===== src/rtl/avtp_audio_depacketizer_unit_assert.svh =====
// Assertion macros for the AVTP audio depacketizer
`ifndef AVTP_AUDIO_DEPACKETIZER_UNIT_ASSERT_SVH
`define AVTP_AUDIO_DEPACKETIZER_UNIT_ASSERT_SVH

// same-cycle implication, sampled on clk, off during reset
`define AVTP_ADP_ASSERT_NOW(name, ante, cons, msg) \
    name: assert property (@(posedge clk) disable iff (!rst_n) (ante) |-> (cons)) \
        else $error(msg);

// next-cycle implication, sampled on clk, off during reset
`define AVTP_ADP_ASSERT_NEXT(name, ante, cons, msg) \
    name: assert property (@(posedge clk) disable iff (!rst_n) (ante) |=> (cons)) \
        else $error(msg);

`endif


===== src/rtl/avtp_adp_pkg.sv =====
// Shared types and constants for the AVTP audio depacketizer
package avtp_adp_pkg;

    localparam int POS_W = 11;
    localparam logic [POS_W-1:0] POS_MAX      = 11'd2047;
    localparam logic [POS_W-1:0] ETYPE_HI_POS = 11'd16;
    localparam logic [POS_W-1:0] ETYPE_LO_POS = 11'd17;
    localparam logic [POS_W-1:0] SID_FIRST_POS = 11'd22;
    localparam logic [POS_W-1:0] SID_LAST_POS  = 11'd29;

    localparam int SAMPLE_W = 24;
    localparam logic [SAMPLE_W-1:0] PCM_MASK = 24'hFF_FFFF;

    localparam logic [7:0] ETYPE_RESET_HI = 8'h22;
    localparam logic [7:0] ETYPE_RESET_LO = 8'hF0;

    localparam int CFG_IDX_W  = 2;
    localparam int CFG_DATA_W = 64;
    localparam logic [CFG_IDX_W-1:0] CFG_IDX_ETHER_TYPE = 2'd0;
    localparam logic [CFG_IDX_W-1:0] CFG_IDX_TALKER_SID = 2'd1;

    localparam logic [1:0] PHASE_LABEL = 2'd0;
    localparam logic [1:0] PHASE_MSB   = 2'd1;
    localparam logic [1:0] PHASE_MID   = 2'd2;
    localparam logic [1:0] PHASE_LSB   = 2'd3;

    typedef struct packed {
        logic [15:0] ether_type;
        logic [63:0] talker_sid;
    } cfg_t;

    typedef struct packed {
        logic signed [SAMPLE_W-1:0] audio_sample;
        logic                       channel_number;
        logic [2:0]                 sample_number;
        logic                       last_in_packet;
    } result_t;

endpackage


===== src/rtl/avtp_adp_cfg_regs.sv =====
// Configuration registers: expected ethertype and stream ID
module avtp_adp_cfg_regs (
    input  logic                                clk,
    input  logic                                rst_n,
    input  logic                                cfg_write,
    input  logic [avtp_adp_pkg::CFG_IDX_W-1:0]  cfg_index,
    input  logic [avtp_adp_pkg::CFG_DATA_W-1:0] cfg_data,
    output avtp_adp_pkg::cfg_t                  cfg
);
    import avtp_adp_pkg::*;

    cfg_t cfg_reg;
    cfg_t cfg_next;

    always_comb
    begin
        cfg_next = cfg_reg;
        if (cfg_write)
        begin
            unique case (cfg_index)
                CFG_IDX_ETHER_TYPE: cfg_next.ether_type = cfg_data[15:0];
                CFG_IDX_TALKER_SID: cfg_next.talker_sid = cfg_data;
                default:            cfg_next = cfg_reg;
            endcase
        end
    end

    always_ff @(posedge clk or negedge rst_n)
    begin
        if (!rst_n)
        begin
            cfg_reg.ether_type <= {ETYPE_RESET_HI, ETYPE_RESET_LO};
            cfg_reg.talker_sid <= '0;
        end
        else
        begin
            cfg_reg <= cfg_next;
        end
    end

    assign cfg = cfg_reg;

endmodule


===== src/rtl/avtp_adp_core.sv =====
// Frame parser: byte position, header match, sample assembly and indexing
module avtp_adp_core #(
    parameter int CHANNEL_COUNT      = 2,
    parameter int SAMPLES_PER_PACKET = 6,
    parameter int PAYLOAD_OFFSET     = 50
) (
    input  logic                  clk,
    input  logic                  rst_n,
    input  logic                  step,
    input  logic [7:0]            data_byte,
    input  logic                  end_of_frame,
    input  avtp_adp_pkg::cfg_t    cfg,
    output logic                  res_valid,
    output avtp_adp_pkg::result_t res
);
    import avtp_adp_pkg::*;

    localparam int WORDS   = CHANNEL_COUNT * SAMPLES_PER_PACKET;
    localparam int PAY_END = PAYLOAD_OFFSET + 4 * WORDS;
    localparam int CW      = (CHANNEL_COUNT > 1) ? $clog2(CHANNEL_COUNT) : 1;
    localparam int SW      = (SAMPLES_PER_PACKET > 1) ? $clog2(SAMPLES_PER_PACKET) : 1;
    localparam logic [CW-1:0] CH_LAST  = CW'(CHANNEL_COUNT - 1);
    localparam logic [SW-1:0] SMP_LAST = SW'(SAMPLES_PER_PACKET - 1);

    logic [POS_W-1:0]    pos_reg, pos_next;
    logic                match_reg, match_next;
    logic [SAMPLE_W-1:0] asm_reg, asm_next;
    logic [CW-1:0]       ch_reg, ch_next;
    logic [SW-1:0]       smp_reg, smp_next;

    logic                in_payload;
    logic [POS_W-1:0]    rel;
    logic [1:0]          phase;
    logic [2:0]          sid_idx;
    logic [7:0]          sid_byte;
    logic [SAMPLE_W-1:0] sample;
    logic                emit;
    logic [SW+2:0]       smp_ext;

    assign in_payload = ({1'b0, pos_reg} >= 12'(PAYLOAD_OFFSET))
                     && ({1'b0, pos_reg} < 12'(PAY_END))
                     && (pos_reg != POS_MAX);
    assign rel      = pos_reg - POS_W'(PAYLOAD_OFFSET);
    assign phase    = rel[1:0];
    assign sid_idx  = 3'(pos_reg - SID_FIRST_POS);
    assign sid_byte = cfg.talker_sid[63 - 8 * sid_idx -: 8];
    assign sample   = (asm_reg | {16'h0000, data_byte}) & PCM_MASK;
    assign smp_ext  = {3'b000, smp_reg};

    always_comb
    begin
        pos_next   = pos_reg;
        match_next = match_reg;
        asm_next   = asm_reg;
        ch_next    = ch_reg;
        smp_next   = smp_reg;
        emit       = 1'b0;

        priority if (pos_reg == ETYPE_HI_POS)
        begin
            if (data_byte != cfg.ether_type[15:8])
                match_next = 1'b0;
        end
        else if (pos_reg == ETYPE_LO_POS)
        begin
            if (data_byte != cfg.ether_type[7:0])
                match_next = 1'b0;
        end
        else if (pos_reg >= SID_FIRST_POS && pos_reg <= SID_LAST_POS)
        begin
            if (data_byte != sid_byte)
                match_next = 1'b0;
        end
        else if (in_payload)
        begin
            unique case (phase)
                PHASE_MSB: asm_next = {data_byte, 16'h0000};
                PHASE_MID: asm_next = (asm_reg | {8'h00, data_byte, 8'h00}) & PCM_MASK;
                PHASE_LSB:
                begin
                    asm_next = '0;
                    emit     = match_reg;
                    if (ch_reg == CH_LAST)
                    begin
                        ch_next  = '0;
                        smp_next = smp_reg + 1'b1;
                    end
                    else
                    begin
                        ch_next = ch_reg + 1'b1;
                    end
                end
                PHASE_LABEL: asm_next = '0;
            endcase
        end
        else
        begin
            asm_next = asm_reg;
        end

        if (end_of_frame)
        begin
            pos_next   = '0;
            match_next = 1'b1;
            asm_next   = '0;
            ch_next    = '0;
            smp_next   = '0;
        end
        else if (pos_reg != POS_MAX)
        begin
            pos_next = pos_reg + 1'b1;
        end
    end

    always_ff @(posedge clk or negedge rst_n)
    begin
        if (!rst_n)
        begin
            pos_reg   <= '0;
            match_reg <= 1'b1;
            asm_reg   <= '0;
            ch_reg    <= '0;
            smp_reg   <= '0;
        end
        else if (step)
        begin
            pos_reg   <= pos_next;
            match_reg <= match_next;
            asm_reg   <= asm_next;
            ch_reg    <= ch_next;
            smp_reg   <= smp_next;
        end
    end

    assign res_valid          = step && emit;
    assign res.audio_sample   = sample;
    assign res.channel_number = ch_reg[0];
    assign res.sample_number  = smp_ext[2:0];
    assign res.last_in_packet = (ch_reg == CH_LAST) && (smp_reg == SMP_LAST);

endmodule


===== src/rtl/avtp_adp_out_reg.sv =====
// Result register on the output channel
module avtp_adp_out_reg (
    input  logic                  clk,
    input  logic                  rst_n,
    input  logic                  load,
    input  avtp_adp_pkg::result_t res,
    input  logic                  out_ready,
    output logic                  out_valid,
    output avtp_adp_pkg::result_t out_res
);
    import avtp_adp_pkg::*;

    logic    valid_reg, valid_next;
    result_t res_reg;

    always_comb
    begin
        valid_next = valid_reg;
        priority if (load)
            valid_next = 1'b1;
        else if (out_ready)
            valid_next = 1'b0;
    end

    always_ff @(posedge clk or negedge rst_n)
    begin
        if (!rst_n)
            valid_reg <= 1'b0;
        else
            valid_reg <= valid_next;
    end

    always_ff @(posedge clk)
    begin
        if (load)
            res_reg <= res;
    end

    assign out_valid = valid_reg;
    assign out_res   = res_reg;

endmodule


===== src/rtl/avtp_audio_depacketizer_unit.sv =====
// AVTP audio depacketizer: one frame byte per transaction in, one PCM sample per word out.
// The block takes one byte per cycle as long as the output side keeps up; a byte is
// registered in the input register on entry and parsed as it advances from there, and
// any sample it completes is loaded into the result register as that byte advances.
// While a result waits in the result register, one more byte is held in the input
// register and further bytes stall until the result is taken. Ethertype (bytes 16-17)
// and stream ID (bytes 22-29) are compared against the configuration registers; a
// mismatch silences the whole frame.
`include "avtp_audio_depacketizer_unit_assert.svh"

module avtp_audio_depacketizer_unit #(
    parameter int CHANNEL_COUNT      = 2,
    parameter int SAMPLES_PER_PACKET = 6,
    parameter int PAYLOAD_OFFSET     = 50
) (
    input  logic                                clk,
    input  logic                                rst_n,
    input  logic                                in_valid,
    output logic                                in_ready,
    input  logic [7:0]                          data_byte,
    input  logic                                end_of_frame,
    output logic                                out_valid,
    input  logic                                out_ready,
    output logic signed [23:0]                  audio_sample,
    output logic                                channel_number,
    output logic [2:0]                          sample_number,
    output logic                                last_in_packet,
    input  logic                                cfg_write,
    input  logic [avtp_adp_pkg::CFG_IDX_W-1:0]  cfg_index,
    input  logic [avtp_adp_pkg::CFG_DATA_W-1:0] cfg_data
);
    import avtp_adp_pkg::*;

    localparam logic       LAST_CHANNEL = 1'((CHANNEL_COUNT - 1) % 2);
    localparam logic [2:0] LAST_SAMPLE  = 3'((SAMPLES_PER_PACKET - 1) % 8);

    cfg_t       cfg;
    logic       s1_valid_reg, s1_valid_next;
    logic [7:0] s1_byte_reg;
    logic       s1_eof_reg;
    logic       advance;
    logic       res_valid;
    result_t    res;
    result_t    out_res;

    assign advance  = s1_valid_reg && (!out_valid || out_ready);
    assign in_ready = !s1_valid_reg || advance;

    always_comb
    begin
        s1_valid_next = s1_valid_reg;
        priority if (in_valid && in_ready)
            s1_valid_next = 1'b1;
        else if (advance)
            s1_valid_next = 1'b0;
    end

    always_ff @(posedge clk or negedge rst_n)
    begin
        if (!rst_n)
            s1_valid_reg <= 1'b0;
        else
            s1_valid_reg <= s1_valid_next;
    end

    always_ff @(posedge clk)
    begin
        if (in_valid && in_ready)
        begin
            s1_byte_reg <= data_byte;
            s1_eof_reg  <= end_of_frame;
        end
    end

    avtp_adp_cfg_regs u_cfg (
        .clk       (clk),
        .rst_n     (rst_n),
        .cfg_write (cfg_write),
        .cfg_index (cfg_index),
        .cfg_data  (cfg_data),
        .cfg       (cfg)
    );

    avtp_adp_core #(
        .CHANNEL_COUNT      (CHANNEL_COUNT),
        .SAMPLES_PER_PACKET (SAMPLES_PER_PACKET),
        .PAYLOAD_OFFSET     (PAYLOAD_OFFSET)
    ) u_core (
        .clk          (clk),
        .rst_n        (rst_n),
        .step         (advance),
        .data_byte    (s1_byte_reg),
        .end_of_frame (s1_eof_reg),
        .cfg          (cfg),
        .res_valid    (res_valid),
        .res          (res)
    );

    avtp_adp_out_reg u_out (
        .clk       (clk),
        .rst_n     (rst_n),
        .load      (res_valid),
        .res       (res),
        .out_ready (out_ready),
        .out_valid (out_valid),
        .out_res   (out_res)
    );

    assign audio_sample   = out_res.audio_sample;
    assign channel_number = out_res.channel_number;
    assign sample_number  = out_res.sample_number;
    assign last_in_packet = out_res.last_in_packet;

    `AVTP_ADP_ASSERT_NOW(a_stall_cause, !in_ready, s1_valid_reg && out_valid && !out_ready, "input stalled without a blocked result")
    `AVTP_ADP_ASSERT_NEXT(a_s1_hold, s1_valid_reg && !advance, s1_valid_reg && $stable(s1_byte_reg) && $stable(s1_eof_reg), "held byte lost or changed")
    `AVTP_ADP_ASSERT_NOW(a_last_index, out_valid && last_in_packet, channel_number == LAST_CHANNEL && sample_number == LAST_SAMPLE, "last sample carries wrong index")

endmodule

===== config.mk =====
export PLATFORM = sky130hd
export DESIGN_NAME = avtp_audio_depacketizer_unit
export DESIGN_NICKNAME = d
export VERILOG_FILES = /design/src/rtl/avtp_adp_pkg.sv /design/src/rtl/avtp_adp_cfg_regs.sv /design/src/rtl/avtp_adp_core.sv /design/src/rtl/avtp_adp_out_reg.sv /design/src/rtl/avtp_audio_depacketizer_unit.sv
export VERILOG_INCLUDE_DIRS = /design/src /design/src/rtl
export SDC_FILE = /design/constraint.sdc
export NUM_CORES = 1
export LEC_CHECK = 0
export BUFFER_PORTS_ARGS = -buffer_cell sky130_fd_sc_hd__buf_4
export CAP_MARGIN = 40
export CORE_AREA = 2 2 119 121
export DETAILED_ROUTE_END_ITERATION = 10
export DIE_AREA = 0 0 121 123
export PLACE_DENSITY = 0.82
export SLEW_MARGIN = 20
export SYNTH_ARGS = -nofsm -noshare
export SYNTH_HDL_FRONTEND = slang
export SYNTH_SLANG_ARGS = --single-unit

===== constraint.sdc =====
create_clock -name clk -period 5.85 [get_ports clk]
set_input_delay 0.585 -clock clk [delete_from_list [all_inputs] [get_ports clk]]
set_output_delay 0.585 -clock clk [all_outputs]
set_load 0.005 [all_outputs]

# --- Yosys cells after proc, flatten, opt, wreduce, memory -nomap -nowiden ---
# Cells that the tools add are included.
# W data, S select, Z words.
op_classes:
  n_addsub: 6
  n_reduce_logical: 29
  n_lt_le_gt_ge: 4
  n_bitwise: 2
  shift: 1
  muxes: 38
  eq_ne: 16
op_table:
  columns: ["operator", "n"]
  rows:
  - ["$mux W24", 5]
  - ["$pmux W24 S3", 1]
  - ["$shiftx A71 B33 Y8", 1]
  - ["$ne A8 B8 Y1", 3]
  - ["$or A24 B16 Y24", 1]
  - ["$or A24 B8 Y24", 1]
  - ["$mux W1", 23]
  - ["$eq A11 B5 Y1 const B", 2]
  - ["$mux W11", 2]
  - ["$mux W3", 7]
  - ["$reduce_bool A2 Y1", 6]
  - ["$add A11 B1 Y11 const B", 1]
  - ["$ge A11 B5 Y1 const B", 1]
  - ["$ge A11 B6 Y1 const B", 1]
  - ["$le A11 B5 Y1 const B", 1]
  - ["$lt A11 B7 Y1 const B", 1]
  - ["$ne A11 B11 Y1 const B", 1]
  - ["$reduce_and A5 Y1", 2]
  - ["$reduce_bool A4 Y1", 2]
  - ["$logic_and A1 B1 Y1", 7]
  - ["$reduce_and A7 Y1", 1]
  - ["$sub A6 B6 Y7 const A", 1]
  - ["$ne A2 B2 Y1 const B", 3]
  - ["$reduce_and A2 Y1", 3]
  - ["14 further kinds", 19]
word_totals:
  elab_cells: 111
  input_bits: 80
  out_inout_bits: 31
  reg_bits: 160

# --- Logic depth before layout (Yosys ltp) ---
logic_depth:
  ltp_word: 9
  ltp_mapped: 12
  ltp_nobuf: 8

# --- Modules after synthesis ---
# From an unflattened synthesis, not the netlist that was laid out.
hier_totals:
  hier_cells: 482
  hier_area_um2: 7178.1
by_module_without_submodules:
  columns: ["module", "instances", "cells_per_inst", "seq_area_each_um2", "area_per_inst_um2"]
  rows:
  - ["avtp_adp_cfg_regs", 1, 170, 2009.4, 3304.4]
  - ["avtp_adp_core", 1, 265, 802.0, 2625.0]
  - ["avtp_adp_out_reg", 1, 32, 895.9, 907.1]
  - ["avtp_audio_depacketizer_unit", 1, 15, 295.3, 341.6]

# --- Worst setup path before layout ---
# OpenSTA, ideal clock, no wires.
synth_timing:
  kind: "register -> register"
  start: "register u_core.pos_reg[0]"
  end: "register u_out.res_reg (netlist bit u_out.out_res[0]) (enable)"
  synth_period_minus_slack_ns: 2.769
  path_buffers: 3
  path_stages_with_launch: 11
  arrival_ns: 2.385
  t_required_ns: 5.466
  setup_slack_ns: 3.081
  setup_ns: 0.384
  cell_sequence: "dfrtp_1 buf_6 buf_6 buf_6 inv_1 ha_1 nor2b_1 o311ai_1 a211oi_2 nand2_1 inv_1"
synth_via:
  elab_chain_len: 8
  word_cells_on_any_way: 18
  cone_classes: "1 x add/sub; 4 x order compare; 4 x eq/ne; 5 x mux; 4 x reduce/logical"
synth_rtl:
  columns: ["item", "line_no", "text"]
  rows:
  - ["start, declared", "avtp_adp_core.sv:25", "logic [POS_W-1:0] pos_reg, pos_next;"]
  - ["start signal, assigned", "avtp_adp_core.sv:127", "pos_reg <= pos_next;"]
  - ["$ge A11 B6 Y1, or another cell as far along", "avtp_adp_core.sv:40", "assign in_payload = ({1'b0, pos_reg} >= 12'(PAYLOAD_OFFSET))"]
  - ["$logic_and A1 B1 Y1 / $eq A2 B2 Y1 (equally long branches)", "avtp_adp_core.sv:41, avtp_adp_core.sv:76", null]
  - ["$logic_and A1 B1 Y1 / $mux W1 (equally long branches)", "avtp_adp_core.sv:42, avtp_adp_core.sv:76", null]
  - ["$mux W1", "avtp_adp_core.sv:74", "else if (in_payload)"]
  - ["$mux W1", "avtp_adp_core.sv:69", "else if (pos_reg >= SID_FIRST_POS && pos_reg <= SID_LAST_POS)"]
  - ["$mux W1", "avtp_adp_core.sv:64", "else if (pos_reg == ETYPE_LO_POS)"]
  - ["$mux W1 *", "avtp_adp_core.sv:59", "priority if (pos_reg == ETYPE_HI_POS)"]
  - ["$logic_and A1 B1 Y1 *", "avtp_adp_core.sv:135", "assign res_valid = step && emit;"]
  - ["named net res_valid", "avtp_audio_depacketizer_unit.sv:42", "logic res_valid;"]
  - ["end signal, assigned", "avtp_adp_out_reg.sv:36", "res_reg <= res;"]
  - ["end, declared", "avtp_adp_out_reg.sv:14", "result_t res_reg;"]
# Mark *: on every way through the listed nets, which the timed path passes. The rest lies on a longest branch.
# A chain may end at the register's enable or synchronous reset.

# --- Worst setup path after layout ---
layout_timing:
  start: "register u_core.pos_reg[1]"
  end: "register u_core.match_reg"
layout_via:
  elab_chain_len: 6
  word_cells_on_any_way: 17
  cone_classes: "2 x add/sub; 2 x order compare; 5 x eq/ne; 1 x shift; 3 x mux; 4 x reduce/logical"
layout_rtl:
  columns: ["item", "line_no", "text"]
  rows:
  - ["$sub A3 B3 Y3", "avtp_adp_core.sv:45", "assign sid_idx = 3'(pos_reg - SID_FIRST_POS);"]
  - ["$sub A6 B6 Y7", "avtp_adp_core.sv:46", "assign sid_byte = cfg.talker_sid[63 - 8 * sid_idx -: 8];"]
  - ["$shiftx A71 B33 Y8", "avtp_adp_core.sv:46", null]
  - ["$ne A8 B8 Y1", "avtp_adp_core.sv:71", "if (data_byte != sid_byte)"]
  - ["$reduce_bool A4 Y1 (no line)", null, null]
  - ["$reduce_and A5 Y1 (no line)", null, null]
  - ["end signal, assigned", "avtp_adp_core.sv:128", "match_reg <= match_next;"]
  - ["end, declared", "avtp_adp_core.sv:26", "logic match_reg, match_next;"]
# Several ways; a longest one is shown, not always the timed one.

==> out/summary.json <==
{
  "top_level_ports": {"value": 111},
  "timing.critical_path.from_type": {"value": "register"},
  "dr.pass1.iters": {"value": 4},
  "synthesis.instances": {"value": 465},
  "postCtsResizedCells": {"value": 0},
  "outcome": {"value": "completed"},
  "postcts_setup_bufs": {"value": 0},
  "layout_worst_path_cycle_share": {"value": 0.5324},
  "type_of_the_setup_path_with_the_least_slack": {"value": "register to register"},
  "track_usage": {"value": 0.1970},
  "maxSlewViolCount": {"value": 0},
  "wire_per_inst": {"value": 18.12, "unit": "µm"},
  "power_leakage": {"value": 3.548, "unit": "nW"},
  "drive_gt1_frac": {"value": 0.4305},
  "via_count_of_the_first_global_routing_pass": {"value": 4342},
  "place.port_buffers": {"value": 110},
  "clk_sink_count": {"value": 152},
  "regToRegSetupSlack": {"value": 2740, "unit": "ps"},
  "floorplan.die_area": {"value": 0.01488, "unit": "mm²"},
  "fin_cells": {"value": 770},
  "rsz0062_at_grt": {"value": "false"},
  "gp_routability_congestion": {"value": 0.7999},
  "nFillCells": {"value": 1033},
  "violation_count_after_the_first_detailed_routing_iteration": {"value": 261},
  "ys.flop_type": {"value": "dfrtp_1"},
  "synth_cell_type_count": {"value": 52},
  "initial_core_util": {"value": 0.4887},
  "synthToLayoutAreaGrowth": {"value": 23.38, "unit": "%"},
  "worstSetupEndpointType": {"value": "register"},
  "die_h": {"value": 123, "unit": "µm"},
  "hold_viol": {"value": 0},
  "power_per_cell_area": {"value": 335.8, "unit": "mW/mm²"},
  "grt.overflow.total": {"value": 0},
  "antenna_left": {"value": 0},
  "antenna_violations_before_repair": {"value": 0},
  "setup-tns-final": {"value": 0, "unit": "ps"},
  "placement_rows": {"value": 43},
  "crit_fanout": {"value": 14},
  "hold-worst-slack": {"value": 177.9, "unit": "ps"},
  "dp.final_hpwl": {"value": 9.988, "unit": "mm"},
  "grt_max_degree": {"value": 65},
  "cp.arrival": {"value": 3470, "unit": "ps"},
  "max_slew_margin": {"value": 0.4547},
  "tritoncts_clock_tree": {"value": "built"},
  "worst_hold_path_type": {"value": "input pin to async pin"},
  "coreArea": {"value": 0.01361, "unit": "mm²"},
  "ctsLongestPathBuffers": {"value": 2},
  "ir_worst_vdd": {"value": 0.2493, "unit": "mV"},
  "summed_instance_area_of_the_synthesized_netlist": {"value": 0.006653, "unit": "mm²"},
  "fin_skew": {"value": 5.812, "unit": "ps"},
  "utilization": {"value": 0.6030},
  "drt_drc_violations_left": {"value": 0},
  "synth_fp_nets": {"value": 555},
  "diodes": {"value": 0},
  "r2r_start": {"value": "u_core.pos_reg[1]"},
  "cts_made_buffers": {"value": 17},
  "layout_min_cycle_time": {"value": 3114, "unit": "ps"},
  "clock_tree.htree_level_count": {"value": 4},
  "vias_per_cell": {"value": 5.397},
  "synthesis.area_per_instance": {"value": 14.31, "unit": "µm²"},
  "synthesis.yosys.warnings": {"value": 0},
  "max_ffs_per_register": {"value": 80},
  "worst_ep_required_time": {"value": 6210, "unit": "ps"},
  "totalWireLength": {"value": 13.95, "unit": "mm"},
  "synth_seq_area_share": {"value": 0.6017},
  "worstRegToRegCells": {"value": 8},
  "insertion_delay": {"value": 420, "unit": "ps"},
  "cts.reportedPaths.clkPinSlew": {"value": 60, "unit": "ps"},
  "timing.max_cap.violations": {"value": 0},
  "r2r-end": {"value": "u_core.match_reg"},
  "hold_buffers": {"value": 0},
  "tightest_slew": {"value": 818.0, "unit": "ps"},
  "grt_first_pass_wirelength": {"value": 22.21, "unit": "mm"},
  "dp.cells": {"value": 737},
  "synthesis_stage_register_bit_count": {"value": 152},
  "design_power_total": {"value": 0.002756, "unit": "W"},
  "vias": {"value": 4156},
  "die_width": {"value": 121, "unit": "µm"},
  "maxClockFrequency": {"value": 0.3211, "unit": "GHz"},
  "clk_root_buffer_cell": {"value": "clkbuf_16"},
  "layout.nets": {"value": 667},
  "report.final.setup_viol": {"value": 0},
  "async_reset_ff_frac": {"value": 0.7500},
  "synth-edff-count": {"value": 38}
}
[metrics by stage]
step / instance area [µm²] / worst slack (ps)
floorplan: 6653 / 3081
global placement: 7611 / 2862
detailed placement: 7626 / 2754
CTS: 8180 / 2749
global route: 8208 / 2532
finish: 8208 / 2736
[worst max-delay path: stages, from the launching register on]
cell	delay, ps
dfrtp_1	670
inv_1	270
ha_1	640
nand2_1	230
o22ai_1	390
a221oi_2	80
xor2_1	170
nor4_2	350
o221a_1	240
[report_power, final]
part / internal [W] / switching, W
combinational: 0.000235 / 0.000181
clock: 0.000629 / 0.000402
sequential: 0.00122 / 0.0000862
[worst max path at each step]
| stage | from | end | slack [ps] | cells past startpoint |
|---|---|---|---|---|
| global placement | u_core.pos_reg[1] | u_core.match_reg | 2860 | 8 |
| global route | u_core.pos_reg[1] | u_core.match_reg | 2530 | 8 |
| floorplan | u_core.pos_reg[0] | u_out.out_res[0] | 3080 | 10 |
| CTS | u_core.pos_reg[1] | u_core.match_reg | 2750 | 8 |
| detailed placement | u_core.pos_reg[1] | u_core.match_reg | 2750 | 8 |
| finish | u_core.pos_reg[1] | u_core.match_reg | 2740 | 8 |
[metal layers]
metal | wire length [µm] | part of all wire | up-vias | global-route usage
li1 | - | - | 1910 | -
met1 | 6081 | 0.44 | 2074 | 0.2609
met2 | 6706 | 0.48 | 152 | 0.3185
met3 | 876 | 0.063 | 20 | 0.05904
met4 | 285 | 0.020 | 0 | 0.05378
met5 | 0 | 0 | - | 0
[Yosys cell counts (7+ instances only)]
cell	count	area, µm²
nand4_1	7	43.79
ha_1	10	125.1
a22o_1	11	96.34
dfstp_2	7	183.9
mux2i_1	12	120.1
nor2_1	27	101.4
a21oi_1	11	55.05
nand2_1	13	48.80
dfrtp_1	107	2678
edfxtp_1	38	1141
xor2_1	12	105.1
nand3_1	9	45.04
xnor2_1	20	175.2
mux2_2	85	957.2
mux4_2	8	180.2
inv_1	10	37.54
o21ai_0	7	35.03
clkbuf_1	14	52.55
[cell type report]
| type | count | area [µm²] | share of cell area |
|---|---|---|---|
| repair buffers | 116 | 898.4 | 0.1095 |
| inverters | 10 | 37.54 | 0.004573 |
| well taps | 180 | 225.2 | 0.02744 |
| clock inverters | 12 | 107.6 | 0.01311 |
| clock buffers | 20 | 446.7 | 0.05442 |
| multi-input cells | 280 | 2490 | 0.3034 |
| flip-flops and latches | 152 | 4003 | 0.4877 |
[cells by family (layout without fill, tap and decap cells)]
family	Yosys count	in the layout	share of synthesized area
adders and majority gates	10	10	0.01881
DFF	152	152	0.6017
xor gates and xnor gates	32	32	0.04213
and+or+nand+nor	82	82	0.06432
AOI/OAI and AO/OA	48	48	0.05379
muxes	108	108	0.1952
buffers and inverters	33	158	0.02407
[layout by cell type, fill, tap and decap left out, drive strengths merged, types with 8 or more instances in the layout]
| master | Yosys | final |
|---|---|---|
| a21oi | 12 | 12 |
| a22o | 11 | 11 |
| buf | 9 | 116 |
| clkbuf | 14 | 20 |
| clkinv | 0 | 9 |
| dfrtp | 107 | 107 |
| edfxtp | 38 | 38 |
| ha | 10 | 10 |
| inv | 10 | 11 |
| mux2 | 88 | 88 |
| mux2i | 12 | 12 |
| mux4 | 8 | 8 |
| nand2 | 15 | 15 |
| nand3 | 9 | 9 |
| nor2 | 27 | 27 |
| o21ai | 9 | 9 |
| xnor2 | 20 | 20 |
| xor2 | 12 | 12 |
Note: power is estimated with default switching activity, not from simulation.
